`config.mk`:
```
export PLATFORM = sky130hd
export DESIGN_NAME = string_escape_decoder_unit
export DESIGN_NICKNAME = d
export VERILOG_FILES = /design/src/rtl/sed_pkg.sv /design/src/rtl/sed_decode.sv /design/src/rtl/string_escape_decoder_unit.sv
export SDC_FILE = /design/constraint.sdc
export NUM_CORES = 1
export LEC_CHECK = 0
export CORE_MARGIN = 1
export CORE_UTILIZATION = 54
export CTS_BUF_LIST = sky130_fd_sc_hd__clkbuf_2
export CTS_CLUSTER_DIAMETER = 50
export DETAILED_ROUTE_END_ITERATION = 10
export DONT_BUFFER_PORTS = 1
export GPL_TIMING_DRIVEN = 1
export PLACE_DENSITY = 0.69
export RECOVER_POWER = 25
export REMOVE_ABC_BUFFERS = 1
export SYNTH_ARGS = -nofsm -noshare
export SYNTH_HDL_FRONTEND = slang
export SYNTH_HIERARCHICAL = 1
export SYNTH_SLANG_ARGS = --single-unit
```
`constraint.sdc`:
```
create_clock -name aclk -period 5.3 [get_ports aclk]
set_clock_uncertainty 0.15 [all_clocks]
set_input_delay 1.06 -clock aclk [delete_from_list [all_inputs] [get_ports aclk]]
set_output_delay 1.06 -clock aclk [all_outputs]
set_load 0.02 [all_outputs]
```
`src/rtl/sed_pkg.sv`:
```
// Types and constants shared by the string escape decoder.
// Holds the payload structs, the parse modes, the status codes and the hex digit helper.
// No dependencies.
package sed_pkg;

    localparam int CP_W = 21;

    typedef enum logic [3:0] {
        ST_OK          = 4'd0,
        ST_END_BSLASH  = 4'd1,
        ST_BAD_DQUOTE  = 4'd2,
        ST_BAD_SQUOTE  = 4'd3,
        ST_UNKNOWN_ESC = 4'd4,
        ST_BAD_HEX     = 4'd5,
        ST_INCOMPLETE  = 4'd6,
        ST_UNEXP_LOW   = 4'd7,
        ST_EXPECT_LOW  = 4'd8
    } status_t;

    typedef enum logic [2:0] {
        MODE_IDLE   = 3'd0,
        MODE_ESC    = 3'd1,
        MODE_HEXHI  = 3'd2,
        MODE_BSLASH = 3'd3,
        MODE_ULOW   = 3'd4,
        MODE_HEXLO  = 3'd5,
        MODE_DROP   = 3'd6
    } mode_t;

    typedef struct packed {
        logic [CP_W-1:0] char_in;
        logic            is_last;
    } sed_in_t;

    typedef struct packed {
        logic [CP_W-1:0] char_out;
        status_t         status;
        logic            end_of_token;
    } sed_out_t;

    typedef struct packed {
        mode_t       mode;
        logic [15:0] hex_accum;
        logic [1:0]  digit_count;
        logic [9:0]  high_half;
    } sed_state_t;

    // quote kind register codes; any other value allows both quote escapes
    localparam logic [1:0] QK_SINGLE = 2'd0;
    localparam logic [1:0] QK_DOUBLE = 2'd1;
    localparam logic [1:0] QK_RESET  = QK_DOUBLE;

    localparam logic [CP_W-1:0] CH_BSLASH = 21'h00005C;
    localparam logic [CP_W-1:0] CH_DQUOTE = 21'h000022;
    localparam logic [CP_W-1:0] CH_SQUOTE = 21'h000027;
    localparam logic [CP_W-1:0] CH_SLASH  = 21'h00002F;
    localparam logic [CP_W-1:0] CH_B      = 21'h000062;
    localparam logic [CP_W-1:0] CH_F      = 21'h000066;
    localparam logic [CP_W-1:0] CH_N      = 21'h00006E;
    localparam logic [CP_W-1:0] CH_R      = 21'h000072;
    localparam logic [CP_W-1:0] CH_T      = 21'h000074;
    localparam logic [CP_W-1:0] CH_U      = 21'h000075;

    localparam logic [CP_W-1:0] CP_BS     = 21'd8;
    localparam logic [CP_W-1:0] CP_FF     = 21'd12;
    localparam logic [CP_W-1:0] CP_LF     = 21'd10;
    localparam logic [CP_W-1:0] CP_CR     = 21'd13;
    localparam logic [CP_W-1:0] CP_TAB    = 21'd9;

    localparam logic [15:0] HI_SURR_LO = 16'hD800;
    localparam logic [15:0] HI_SURR_HI = 16'hDBFF;
    localparam logic [15:0] LO_SURR_LO = 16'hDC00;
    localparam logic [15:0] LO_SURR_HI = 16'hDFFF;
    localparam logic [CP_W-1:0] SUPP_BASE = 21'h010000;

    // Bit 4 set means the code point is no hex digit.
    function automatic logic [4:0] hex_value(input logic [CP_W-1:0] c);
        logic [4:0] v;
        if (c >= 21'h30 && c <= 21'h39) begin
            v = 5'(c - 21'h30);
        end else if (c >= 21'h61 && c <= 21'h66) begin
            v = 5'(c - 21'h61 + 21'd10);
        end else if (c >= 21'h41 && c <= 21'h46) begin
            v = 5'(c - 21'h41 + 21'd10);
        end else begin
            v = 5'd16;
        end
        return v;
    endfunction

endpackage

```
`src/rtl/sed_decode.sv`:
```
// Next-state and result logic of the string escape decoder, one code point per call.
// Depends on sed_pkg.
module sed_decode (
    input  sed_pkg::sed_state_t state_cur,
    input  sed_pkg::sed_in_t    item,
    input  logic [1:0]          quote_kind,
    output sed_pkg::sed_state_t state_nxt,
    output logic                res_valid,
    output sed_pkg::sed_out_t   res
);

    logic [sed_pkg::CP_W-1:0] c;
    logic                     last;
    logic [4:0]               hv;
    logic [15:0]              acc;
    logic                     do_fail;
    logic                     do_emit;
    sed_pkg::status_t         fail_code;
    logic [sed_pkg::CP_W-1:0] emit_char;

    assign c    = item.char_in;
    assign last = item.is_last;
    assign hv   = sed_pkg::hex_value(c);
    assign acc  = {state_cur.hex_accum[11:0], hv[3:0]};

    always_comb begin
        state_nxt = state_cur;
        do_fail   = 1'b0;
        do_emit   = 1'b0;
        fail_code = sed_pkg::ST_OK;
        emit_char = '0;

        unique case (state_cur.mode)
            sed_pkg::MODE_IDLE: begin
                if (c != sed_pkg::CH_BSLASH) begin
                    do_emit   = 1'b1;
                    emit_char = c;
                end else if (last) begin
                    do_fail   = 1'b1;
                    fail_code = sed_pkg::ST_END_BSLASH;
                end else begin
                    state_nxt.mode = sed_pkg::MODE_ESC;
                end
            end
            sed_pkg::MODE_ESC: begin
                state_nxt.mode = sed_pkg::MODE_IDLE;
                do_emit        = 1'b1;
                case (c)
                    sed_pkg::CH_DQUOTE: begin
                        emit_char = sed_pkg::CH_DQUOTE;
                        if (quote_kind == sed_pkg::QK_SINGLE) begin
                            do_fail   = 1'b1;
                            fail_code = sed_pkg::ST_BAD_DQUOTE;
                        end
                    end
                    sed_pkg::CH_SQUOTE: begin
                        emit_char = sed_pkg::CH_SQUOTE;
                        if (quote_kind == sed_pkg::QK_DOUBLE) begin
                            do_fail   = 1'b1;
                            fail_code = sed_pkg::ST_BAD_SQUOTE;
                        end
                    end
                    sed_pkg::CH_BSLASH: emit_char = sed_pkg::CH_BSLASH;
                    sed_pkg::CH_SLASH:  emit_char = sed_pkg::CH_SLASH;
                    sed_pkg::CH_B:      emit_char = sed_pkg::CP_BS;
                    sed_pkg::CH_F:      emit_char = sed_pkg::CP_FF;
                    sed_pkg::CH_N:      emit_char = sed_pkg::CP_LF;
                    sed_pkg::CH_R:      emit_char = sed_pkg::CP_CR;
                    sed_pkg::CH_T:      emit_char = sed_pkg::CP_TAB;
                    sed_pkg::CH_U: begin
                        do_emit = 1'b0;
                        if (last) begin
                            do_fail   = 1'b1;
                            fail_code = sed_pkg::ST_INCOMPLETE;
                        end else begin
                            state_nxt.mode        = sed_pkg::MODE_HEXHI;
                            state_nxt.hex_accum   = '0;
                            state_nxt.digit_count = '0;
                        end
                    end
                    default: begin
                        do_fail   = 1'b1;
                        fail_code = sed_pkg::ST_UNKNOWN_ESC;
                    end
                endcase
            end
            sed_pkg::MODE_HEXHI, sed_pkg::MODE_HEXLO: begin
                if (hv[4]) begin
                    do_fail   = 1'b1;
                    fail_code = sed_pkg::ST_BAD_HEX;
                end else begin
                    state_nxt.hex_accum = acc;
                    if (state_cur.digit_count != 2'd3) begin
                        if (last) begin
                            do_fail   = 1'b1;
                            fail_code = sed_pkg::ST_INCOMPLETE;
                        end else begin
                            state_nxt.digit_count = state_cur.digit_count + 2'd1;
                        end
                    end else begin
                        state_nxt.digit_count = '0;
                        if (state_cur.mode == sed_pkg::MODE_HEXLO) begin
                            if (acc < sed_pkg::LO_SURR_LO || acc > sed_pkg::LO_SURR_HI) begin
                                do_fail   = 1'b1;
                                fail_code = sed_pkg::ST_EXPECT_LOW;
                            end else begin
                                do_emit   = 1'b1;
                                emit_char = sed_pkg::SUPP_BASE
                                          + {1'b0, state_cur.high_half, acc[9:0]};
                                state_nxt.mode      = sed_pkg::MODE_IDLE;
                                state_nxt.high_half = '0;
                            end
                        end else if (acc >= sed_pkg::LO_SURR_LO
                                     && acc <= sed_pkg::LO_SURR_HI) begin
                            do_fail   = 1'b1;
                            fail_code = sed_pkg::ST_UNEXP_LOW;
                        end else if (acc >= sed_pkg::HI_SURR_LO
                                     && acc <= sed_pkg::HI_SURR_HI) begin
                            if (last) begin
                                do_fail   = 1'b1;
                                fail_code = sed_pkg::ST_INCOMPLETE;
                            end else begin
                                state_nxt.high_half = acc[9:0];
                                state_nxt.mode      = sed_pkg::MODE_BSLASH;
                            end
                        end else begin
                            do_emit        = 1'b1;
                            emit_char      = {5'd0, acc};
                            state_nxt.mode = sed_pkg::MODE_IDLE;
                        end
                    end
                end
            end
            sed_pkg::MODE_BSLASH: begin
                if (c != sed_pkg::CH_BSLASH) begin
                    do_fail   = 1'b1;
                    fail_code = sed_pkg::ST_EXPECT_LOW;
                end else if (last) begin
                    do_fail   = 1'b1;
                    fail_code = sed_pkg::ST_INCOMPLETE;
                end else begin
                    state_nxt.mode = sed_pkg::MODE_ULOW;
                end
            end
            sed_pkg::MODE_ULOW: begin
                if (c != sed_pkg::CH_U) begin
                    do_fail   = 1'b1;
                    fail_code = sed_pkg::ST_EXPECT_LOW;
                end else if (last) begin
                    do_fail   = 1'b1;
                    fail_code = sed_pkg::ST_INCOMPLETE;
                end else begin
                    state_nxt.mode        = sed_pkg::MODE_HEXLO;
                    state_nxt.hex_accum   = '0;
                    state_nxt.digit_count = '0;
                end
            end
            default: begin
                // drop the rest of a failed token
                if (last) begin
                    state_nxt = '0;
                end else begin
                    state_nxt.mode = sed_pkg::MODE_DROP;
                end
            end
        endcase

        res_valid = do_fail | do_emit;
        res       = '0;
        if (do_fail) begin
            state_nxt          = '0;
            state_nxt.mode     = last ? sed_pkg::MODE_IDLE : sed_pkg::MODE_DROP;
            res.status         = fail_code;
            res.end_of_token   = 1'b1;
        end else if (do_emit) begin
            res.char_out     = emit_char;
            res.status       = sed_pkg::ST_OK;
            res.end_of_token = last;
            if (last) begin
                state_nxt = '0;
            end
        end
    end

endmodule

```
`src/rtl/string_escape_decoder_unit.sv`:
```
// Top level of the string escape decoder: input register, decode logic, result register.
// Depends on sed_pkg and sed_decode.
//
// Channel  Dir  Handshake              Word
// s_       in   s_valid / s_ready      sed_in_t  {char_in, is_last}
// m_       out  m_valid / m_ready      sed_out_t {char_out, status, end_of_token}
// cfg_     in   cfg_valid / cfg_ready  quote_kind, 2 bits
//
// One code point per cycle sustained while the result side is not stalled.
// Acceptance loads the input register; its result (if any) then passes into the
// result register once that register is free, and leaves from there.
// The decode step is a single pass of the escape state machine per word.
// Reset (aresetn low at a clock edge) empties both registers, returns the parser
// to idle and sets quote_kind to double-quoted. A stalled result holds its
// register while an empty input register still takes one more word.
module string_escape_decoder_unit (
    input  logic              aclk,
    input  logic              aresetn,

    input  logic              s_valid,
    output logic              s_ready,
    input  sed_pkg::sed_in_t  s_data,

    output logic              m_valid,
    input  logic              m_ready,
    output sed_pkg::sed_out_t m_data,

    input  logic              cfg_valid,
    output logic              cfg_ready,
    input  logic [1:0]        cfg_data
);

    logic                in_valid_reg, in_valid_next;
    sed_pkg::sed_in_t    in_reg;
    logic                out_valid_reg, out_valid_next;
    sed_pkg::sed_out_t   out_reg;
    sed_pkg::sed_state_t state_reg, state_next;
    logic [1:0]          quote_kind_reg;

    logic                advance;
    logic                res_valid;
    sed_pkg::sed_out_t   res;

    // The result register is free when empty or being drained this cycle.
    assign advance   = !out_valid_reg || m_ready;
    // Take a new word when the input register is empty or moves on now.
    assign s_ready   = !in_valid_reg || advance;
    assign cfg_ready = 1'b1;

    assign m_valid = out_valid_reg;
    assign m_data  = out_reg;

    sed_decode u_decode (
        .state_cur  (state_reg),
        .item       (in_reg),
        .quote_kind (quote_kind_reg),
        .state_nxt  (state_next),
        .res_valid  (res_valid),
        .res        (res)
    );

    always_comb begin
        // Hold the input word until the decoder consumes it.
        if (s_valid && s_ready) begin
            in_valid_next = 1'b1;
        end else if (advance) begin
            in_valid_next = 1'b0;
        end else begin
            in_valid_next = in_valid_reg;
        end

        // A consumed word may produce no result; the register then goes empty.
        if (advance) begin
            out_valid_next = in_valid_reg && res_valid;
        end else begin
            out_valid_next = out_valid_reg;
        end
    end

    always_ff @(posedge aclk) begin
        if (!aresetn) begin
            in_valid_reg   <= 1'b0;
            out_valid_reg  <= 1'b0;
            state_reg      <= '0;
            quote_kind_reg <= sed_pkg::QK_RESET;
        end else begin
            in_valid_reg  <= in_valid_next;
            out_valid_reg <= out_valid_next;
            // Advance the escape state only when a word is actually consumed.
            if (advance && in_valid_reg) begin
                state_reg <= state_next;
            end
            if (cfg_valid && cfg_ready) begin
                quote_kind_reg <= cfg_data;
            end
        end
    end

    // Payload registers: no reset needed.
    always_ff @(posedge aclk) begin
        if (s_valid && s_ready) begin
            in_reg <= s_data;
        end
        if (advance && in_valid_reg && res_valid) begin
            out_reg <= res;
        end
    end

    // An error result carries a zero code point and closes the token.
    a_err_shape: assert property (@(posedge aclk) disable iff (!aresetn)
        (m_valid && m_data.status != sed_pkg::ST_OK)
            |-> (m_data.char_out == '0 && m_data.end_of_token))
        else $error("error result with nonzero code point or open token");

    // Words consumed while dropping a failed token never produce a result.
    a_drop_silent: assert property (@(posedge aclk) disable iff (!aresetn)
        (advance && in_valid_reg && state_reg.mode == sed_pkg::MODE_DROP)
            |=> !out_valid_reg)
        else $error("result produced while dropping a token");

    // A waiting input word is never overwritten while the result side stalls.
    a_in_hold: assert property (@(posedge aclk) disable iff (!aresetn)
        (in_valid_reg && !advance) |=> (in_valid_reg && $stable(in_reg)))
        else $error("input register lost a word during a stall");

    // Parser state only moves when a word is consumed.
    a_state_hold: assert property (@(posedge aclk) disable iff (!aresetn)
        !(advance && in_valid_reg) |=> $stable(state_reg))
        else $error("parser state changed without a consumed word");

endmodule

```
# Yosys cells after proc, flatten, opt, wreduce, memory -nomap -nowiden
# Index checks and enable logic that the tools add are counted.
[word_totals] in_bits=29 elab_cells=159 register_bits=83 n_memories=0 latch_bits=0 mem_bits_rw=0 rom_bits=0
[op_classes] multipliers=0 eq_ne=19 bitwise=2 order_cmp=12 shifts=0 div=0 n_addsub=7 n_mux=85 n_reduce_logical=22
[op_table] op="21-bit 2-to-1 mux" n=9
[op_table] op="21-bit by 7-bit equality test with 1-bit output (second input constant)" n=7
[op_table] op="31-bit 2-to-1 mux" n=4
[op_table] op="18-bit one-hot mux with 4 select lines" n=1
[op_table] op="21-bit by 6-bit equality test with 1-bit output (second input constant)" n=3
[op_table] op="21-bit one-hot mux with 3 select lines" n=1
[op_table] op="7-bit one-hot mux with 9 select lines" n=1
[op_table] op="10-bit 2-to-1 mux" n=6
[op_table] op="21-bit by 7-bit >= comparator with 1-bit output (second input constant)" n=2
[op_table] op="21-bit by 7-bit less-or-equal comparator with 1-bit output (second input constant)" n=2
[op_table] op="21-bit by 7-bit inequality test with 1-bit output (second input constant)" n=2
[op_table] op="3-bit 2-to-1 mux" n=12
[op_table] op="4-bit 2-to-1 mux" n=9
[op_table] op="16-bit >= comparator (second input constant)" n=2
[op_table] op="16-bit less-or-equal comparator (second input constant)" n=2
[op_table] op="28-bit 2-to-1 mux" n=1
[op_table] op="1-bit 2-to-1 mux" n=24
[op_table] op="17-bit by 20-bit adder with 21-bit output (first input constant)" n=1
[op_table] op="21-bit by 6-bit >= comparator with 1-bit output (second input constant)" n=1
[op_table] op="21-bit by 6-bit less-or-equal comparator with 1-bit output (second input constant)" n=1
[op_table] op="20-bit 2-to-1 mux" n=1
[op_table] op="5-bit 2-to-1 mux" n=4
[op_table] op="10-bit one-hot mux with 2 select lines" n=1
[op_table] op="4-bit one-hot mux with 5 select lines" n=1
[op_table] op="29 further kinds" n=49

# Longest topological paths before layout
[logic_depth] ltp_word=16 ltp_mapped=14

# By module
# Netlist, hierarchy kept.
[modules_own_cells] mod="string_escape_decoder_unit" instances=1 seq_area_each_um2=2142.1 cells_per_inst=203 area_per_inst_um2=2892.8
[modules_own_cells] mod="sed_decode" instances=1 seq_area_each_um2=0.0 cells_per_inst=398 area_per_inst_um2=2344.7

# Least setup slack after synthesis
# No wires, ideal clock.
[synth_path] path_type="register -> register" startpoint="register in_reg[18] (netlist bit)" endpoint="register out_reg (netlist bit m_data[0]) (enable)" setup_time_ps=409 n_path_buf=1 synth_period_minus_slack_ps=4089 path_stages_with_launch=10 t_arrival_ps=3531 setup_slack_ps=1211 path_cell_list="edfxtp_1 or4_4 nor4_1 buf_2 a32o_1 o41a_1 nand4_1 nand3_1 nand2_1 nor2_1"
[synth_between] elab_chain_cells=15 elab_cells_between_ends=56 cone_classes="order compare (12); eq/ne (12); mux (23); bitwise (1); reduce/logical (8)"
[synth_rtl] element="from (decl)" line="string_escape_decoder_unit.sv:34" source="sed_pkg::sed_in_t in_reg;"
[synth_rtl] element="from (signal assigned)" line="string_escape_decoder_unit.sv:102" source="in_reg <= s_data;"
[synth_rtl] element="21-bit by 7-bit >= comparator with 1-bit output / 21-bit by 7-bit less-or-equal comparator with 1-bit output (equally long branches)" line="sed_pkg.sv:83" source="end else if (c >= 21'h41 && c <= 21'h46) begin"
[synth_rtl] element="1-bit logical AND" line="sed_pkg.sv:83"
[synth_rtl] element="5-bit 2-to-1 mux" line="sed_pkg.sv:83"
[synth_rtl] element="5-bit 2-to-1 mux" line="sed_pkg.sv:81" source="end else if (c >= 21'h61 && c <= 21'h66) begin"
[synth_rtl] element="5-bit 2-to-1 mux" line="sed_pkg.sv:79" source="if (c >= 21'h30 && c <= 21'h39) begin"
[synth_rtl] element="16-bit >= comparator / 16-bit less-or-equal comparator (equally long branches)" line="sed_decode.sv:117, sed_decode.sv:118"
[synth_rtl] element="1-bit logical AND" line="sed_decode.sv:118" source="&& acc <= sed_pkg::HI_SURR_HI) begin"
[synth_rtl] element="1-bit 2-to-1 mux" line="sed_decode.sv:117" source="end else if (acc >= sed_pkg::HI_SURR_LO"
[synth_rtl] element="1-bit 2-to-1 mux" line="sed_decode.sv:113" source="end else if (acc >= sed_pkg::LO_SURR_LO"
[synth_rtl] element="1-bit 2-to-1 mux" line="sed_decode.sv:102" source="if (state_cur.mode == sed_pkg::MODE_HEXLO) begin"
[synth_rtl] element="1-bit 2-to-1 mux" line="sed_decode.sv:93" source="if (state_cur.digit_count != 2'd3) begin"
[synth_rtl] element="1-bit 2-to-1 mux" line="sed_decode.sv:88" source="if (hv[4]) begin"
[synth_rtl] element="1-bit one-hot mux with 5 select lines / 1-bit one-hot mux with 3 select lines (equally long branches)" line="sed_decode.sv:33" source="unique case (state_cur.mode)"
[synth_rtl] element="1-bit OR *" line="sed_decode.sv:168" source="res_valid = do_fail | do_emit;"
[synth_rtl] element="net res_valid" line="string_escape_decoder_unit.sv:41" source="logic res_valid;"
[synth_rtl] element="1-bit logical AND *" line="string_escape_decoder_unit.sv:104" source="if (advance && in_valid_reg && res_valid) begin"
[synth_rtl] element="to (signal assigned)" line="string_escape_decoder_unit.sv:105" source="out_reg <= res;"
[synth_rtl] element="to (decl)" line="string_escape_decoder_unit.sv:36" source="sed_pkg::sed_out_t out_reg;"
# The timed path passes the listed nets; every way through them passes the cells marked *.
# A chain may end at the register's enable or synchronous reset.

# Final worst setup path
[layout_path] startpoint="register in_reg[2] (netlist bit)" endpoint="register out_reg (netlist bit m_data[1]) (enable)"
[layout_between] elab_chain_cells=15 elab_cells_between_ends=61 cone_classes="add/sub (5); order compare (12); eq/ne (12); mux (23); bitwise (1); reduce/logical (8)"
[layout_rtl] element="5-bit by 1-bit subtractor with 5-bit output (tied with other cells)" line="sed_pkg.sv:82, sed_pkg.sv:84"
[layout_rtl] element="5-bit by 4-bit adder with 5-bit output / 1-bit logical AND (equally long branches)" line="sed_pkg.sv:82, sed_pkg.sv:84, sed_pkg.sv:83"
[layout_rtl] element="5-bit 2-to-1 mux" line="sed_pkg.sv:83"
[layout_rtl] element="5-bit 2-to-1 mux" line="sed_pkg.sv:81"
[layout_rtl] element="5-bit 2-to-1 mux" line="sed_pkg.sv:79"
[layout_rtl] element="16-bit >= comparator / 16-bit less-or-equal comparator (equally long branches)" line="sed_decode.sv:117, sed_decode.sv:118"
[layout_rtl] element="1-bit logical AND" line="sed_decode.sv:118"
[layout_rtl] element="1-bit 2-to-1 mux" line="sed_decode.sv:117"
[layout_rtl] element="1-bit 2-to-1 mux" line="sed_decode.sv:113"
[layout_rtl] element="1-bit 2-to-1 mux" line="sed_decode.sv:102"
[layout_rtl] element="1-bit 2-to-1 mux" line="sed_decode.sv:93"
[layout_rtl] element="1-bit 2-to-1 mux" line="sed_decode.sv:88"
[layout_rtl] element="1-bit one-hot mux with 5 select lines / 1-bit one-hot mux with 3 select lines (equally long branches)" line="sed_decode.sv:33"
[layout_rtl] element="1-bit OR *" line="sed_decode.sv:168"
[layout_rtl] element="net res_valid" line="string_escape_decoder_unit.sv:41"
[layout_rtl] element="1-bit logical AND *" line="string_escape_decoder_unit.sv:104"
# Marks and branches as above.

==> results.py <==
metrics = {
    "cells_and_area": {
        "final_common_cell": "nand2_1",
        "final_nets": 585,
        "final_cell_mix": "nand2_1 (112), edfxtp_1 (48), a21oi_1 (38)",
        "drive_gt1_frac": 0.06148,
        "diodes": 0,
        "area_growth_pct": 0.8703,
        "largest_reg_flops": 27,
    },
    "sta": {
        "fmax_mhz": 229.9,
        "rsz0062_at_grt": "false",
        "hold_viol": 0,
        "max_slew_margin": 0.09796,
        "fin_crit_sh": 0.8208,
        "tightest_slew_ns": 1.352,
        "layout_min_cycle_time_ns": 4.350,
        "setup_viol": 0,
        "final.setup.tns_ns": 0,
        "slew_violations": 0,
    },
    "clocking": {
        "clk_latency_ns": 0.56,
        "postCtsSetupBuffers": 0,
        "cts_resized": 0,
        "postCtsHoldBufs": 0,
        "cts_sinks": 79,
        "cts-buffers-inserted": 9,
        "cts-root-buf": "clkbuf_2",
        "htreeDepth": 3,
        "clockBufferDepth": 2,
        "cts_tree": "built",
        "clkTransAtPathRegs_ns": 0.26,
    },
    "floorplan": {
        "dieWidth_um": 98.54,
        "ios": 58,
        "die_y_um": 98.54,
        "start_util": 0.5660,
        "core_sq_um": 8891,
        "die_area_sq_um": 9709,
        "rows": 34,
    },
    "critical_path": {
        "critPathMaxFanout": 17,
        "path_cells": "inv_1 > ha_1 > o311ai_0 > nor4_1 > o41a_1 > nand4_1 > nand3_1 > nand2_1 > nor2_2 > buf_4",
        "slowest_stage": "nor4_1",
        "cp-end-kind": "register",
        "cpPeakStageDelay_ns": 0.88,
        "required_ns": 5.39,
        "critPathLaunchType": "register",
        "crit_type": "register to register",
        "arrival_ns": 4.44,
    },
    "status": {
        "violations": "design-rule violations",
        "status": "finished with violations",
    },
    "place": {
        "place_congestion": 0.9594,
        "dp_hpwl_um": 9729,
        "port_buffers": 0,
    },
    "synth": {
        "synth_area_sq_um": 5032,
        "avgSynthCellArea_sq_um": 8.782,
        "synth_warnings": 6,
        "netlist_instances": 573,
    },
    "drt": {
        "drt-total-wl_um": 13680,
        "final_antenna_net_count": 0,
        "drtIter0Drc": 549,
        "post_drt_wl_per_cell_um": 20.70,
        "via_per_inst": 6.719,
        "firstDrtPassIters": 8,
        "drc": 5,
        "num_vias": 4441,
    },
    "power_and_ir_drop": {
        "finalPower_mw": 1.138,
        "power.density_nw_per_um2": 224.2,
        "p_leak_nw": 1.664,
        "peakVddDrop_v": 0.0001576,
    },
    "grt": {
        "gr-total-overflow": 0,
        "grt_pass1_vias": 3973,
        "grt_first_pass_wirelength_um": 21130,
        "grt_use_total": 0.2848,
        "grt_antenna_before_repair": 0,
        "grt_max_degree": 59,
    },
    "worst_hold_path": {
        "hp-class": "register to register",
    },
    "run": {
        "cap_violations": 0,
    },
}
area by class of cell:
cell class,instances,area [sq um]
Fill cell,785,3815
Clock buffer,9,45.04
Tap cell,108,135.1
Sequential cell,79,2062
Inverter,14,52.55
Clock inverter,7,80.08
Multi-Input combinational cell,440,2671
Timing Repair Buffer,4,30.03
final timing paths:
kind / to / slack [ns] / startpoint / depth (start not counted)
hold / removal: state_reg[4]$_SDFFE_PN0P_ / 0.35 / state_reg[4]$_SDFFE_PN0P_ / 2
setup / recovery: m_data[1]$_DFFE_PP_ / 0.95 / in_reg[2]$_DFFE_PP_ / 10
setup reg to reg: m_data[1]$_DFFE_PP_ / 0.95 / in_reg[2]$_DFFE_PP_ / 10
hold reg to reg: state_reg[4]$_SDFFE_PN0P_ / 0.35 / state_reg[4]$_SDFFE_PN0P_ / 2
layer usage:
metal / vias to the layer above / wire length, um / part of all wire / global-route usage
met5: - / 0 / 0 / 0
met4: 0 / 618 / 0.045 / 0.1527
met3: 42 / 1181 / 0.086 / 0.04539
met2: 244 / 6068 / 0.44 / 0.4355
met1: 2104 / 5815 / 0.42 / 0.3894
li1: 2051 / - / - / -
power by group:
part	leakage (nW)	total (mW)	internal (mW)	switching, mW
Clock	0.0748	0.351	0.116	0.235
Sequential	0.710	0.712	0.677	0.0352
Combinational	0.879	0.0758	0.0264	0.0494
critical path, delay by kind of cell, from the launching register on:
family,cells,cell delay [ns]
AO/OA/AOI/OAI,2,0.55
AND/OR/NAND/NOR,5,1.96
buffers and inverters,2,0.52
adder cells (fa/ha/maj),1,0.27
flip-flops,1,0.57
through the flow:
step / worst slack (ns) / cells / hold WS (ns) / util / area [sq um]
detailed placement: 1.157 / 645 / 0.3197 / 0.5577 / 4959
finish: 0.9497 / 661 / 0.3486 / 0.5709 / 5076
CTS: 1.060 / 661 / 0.3464 / 0.5718 / 5084
global route: 0.7511 / 661 / 0.3741 / 0.5709 / 5076
global placement: 1.276 / 645 / 0.3072 / 0.5577 / 4959
floorplan: 0.7462 / 533 / 0.2939 / - / 4791
Note: power is estimated with default switching activity, not from simulation.
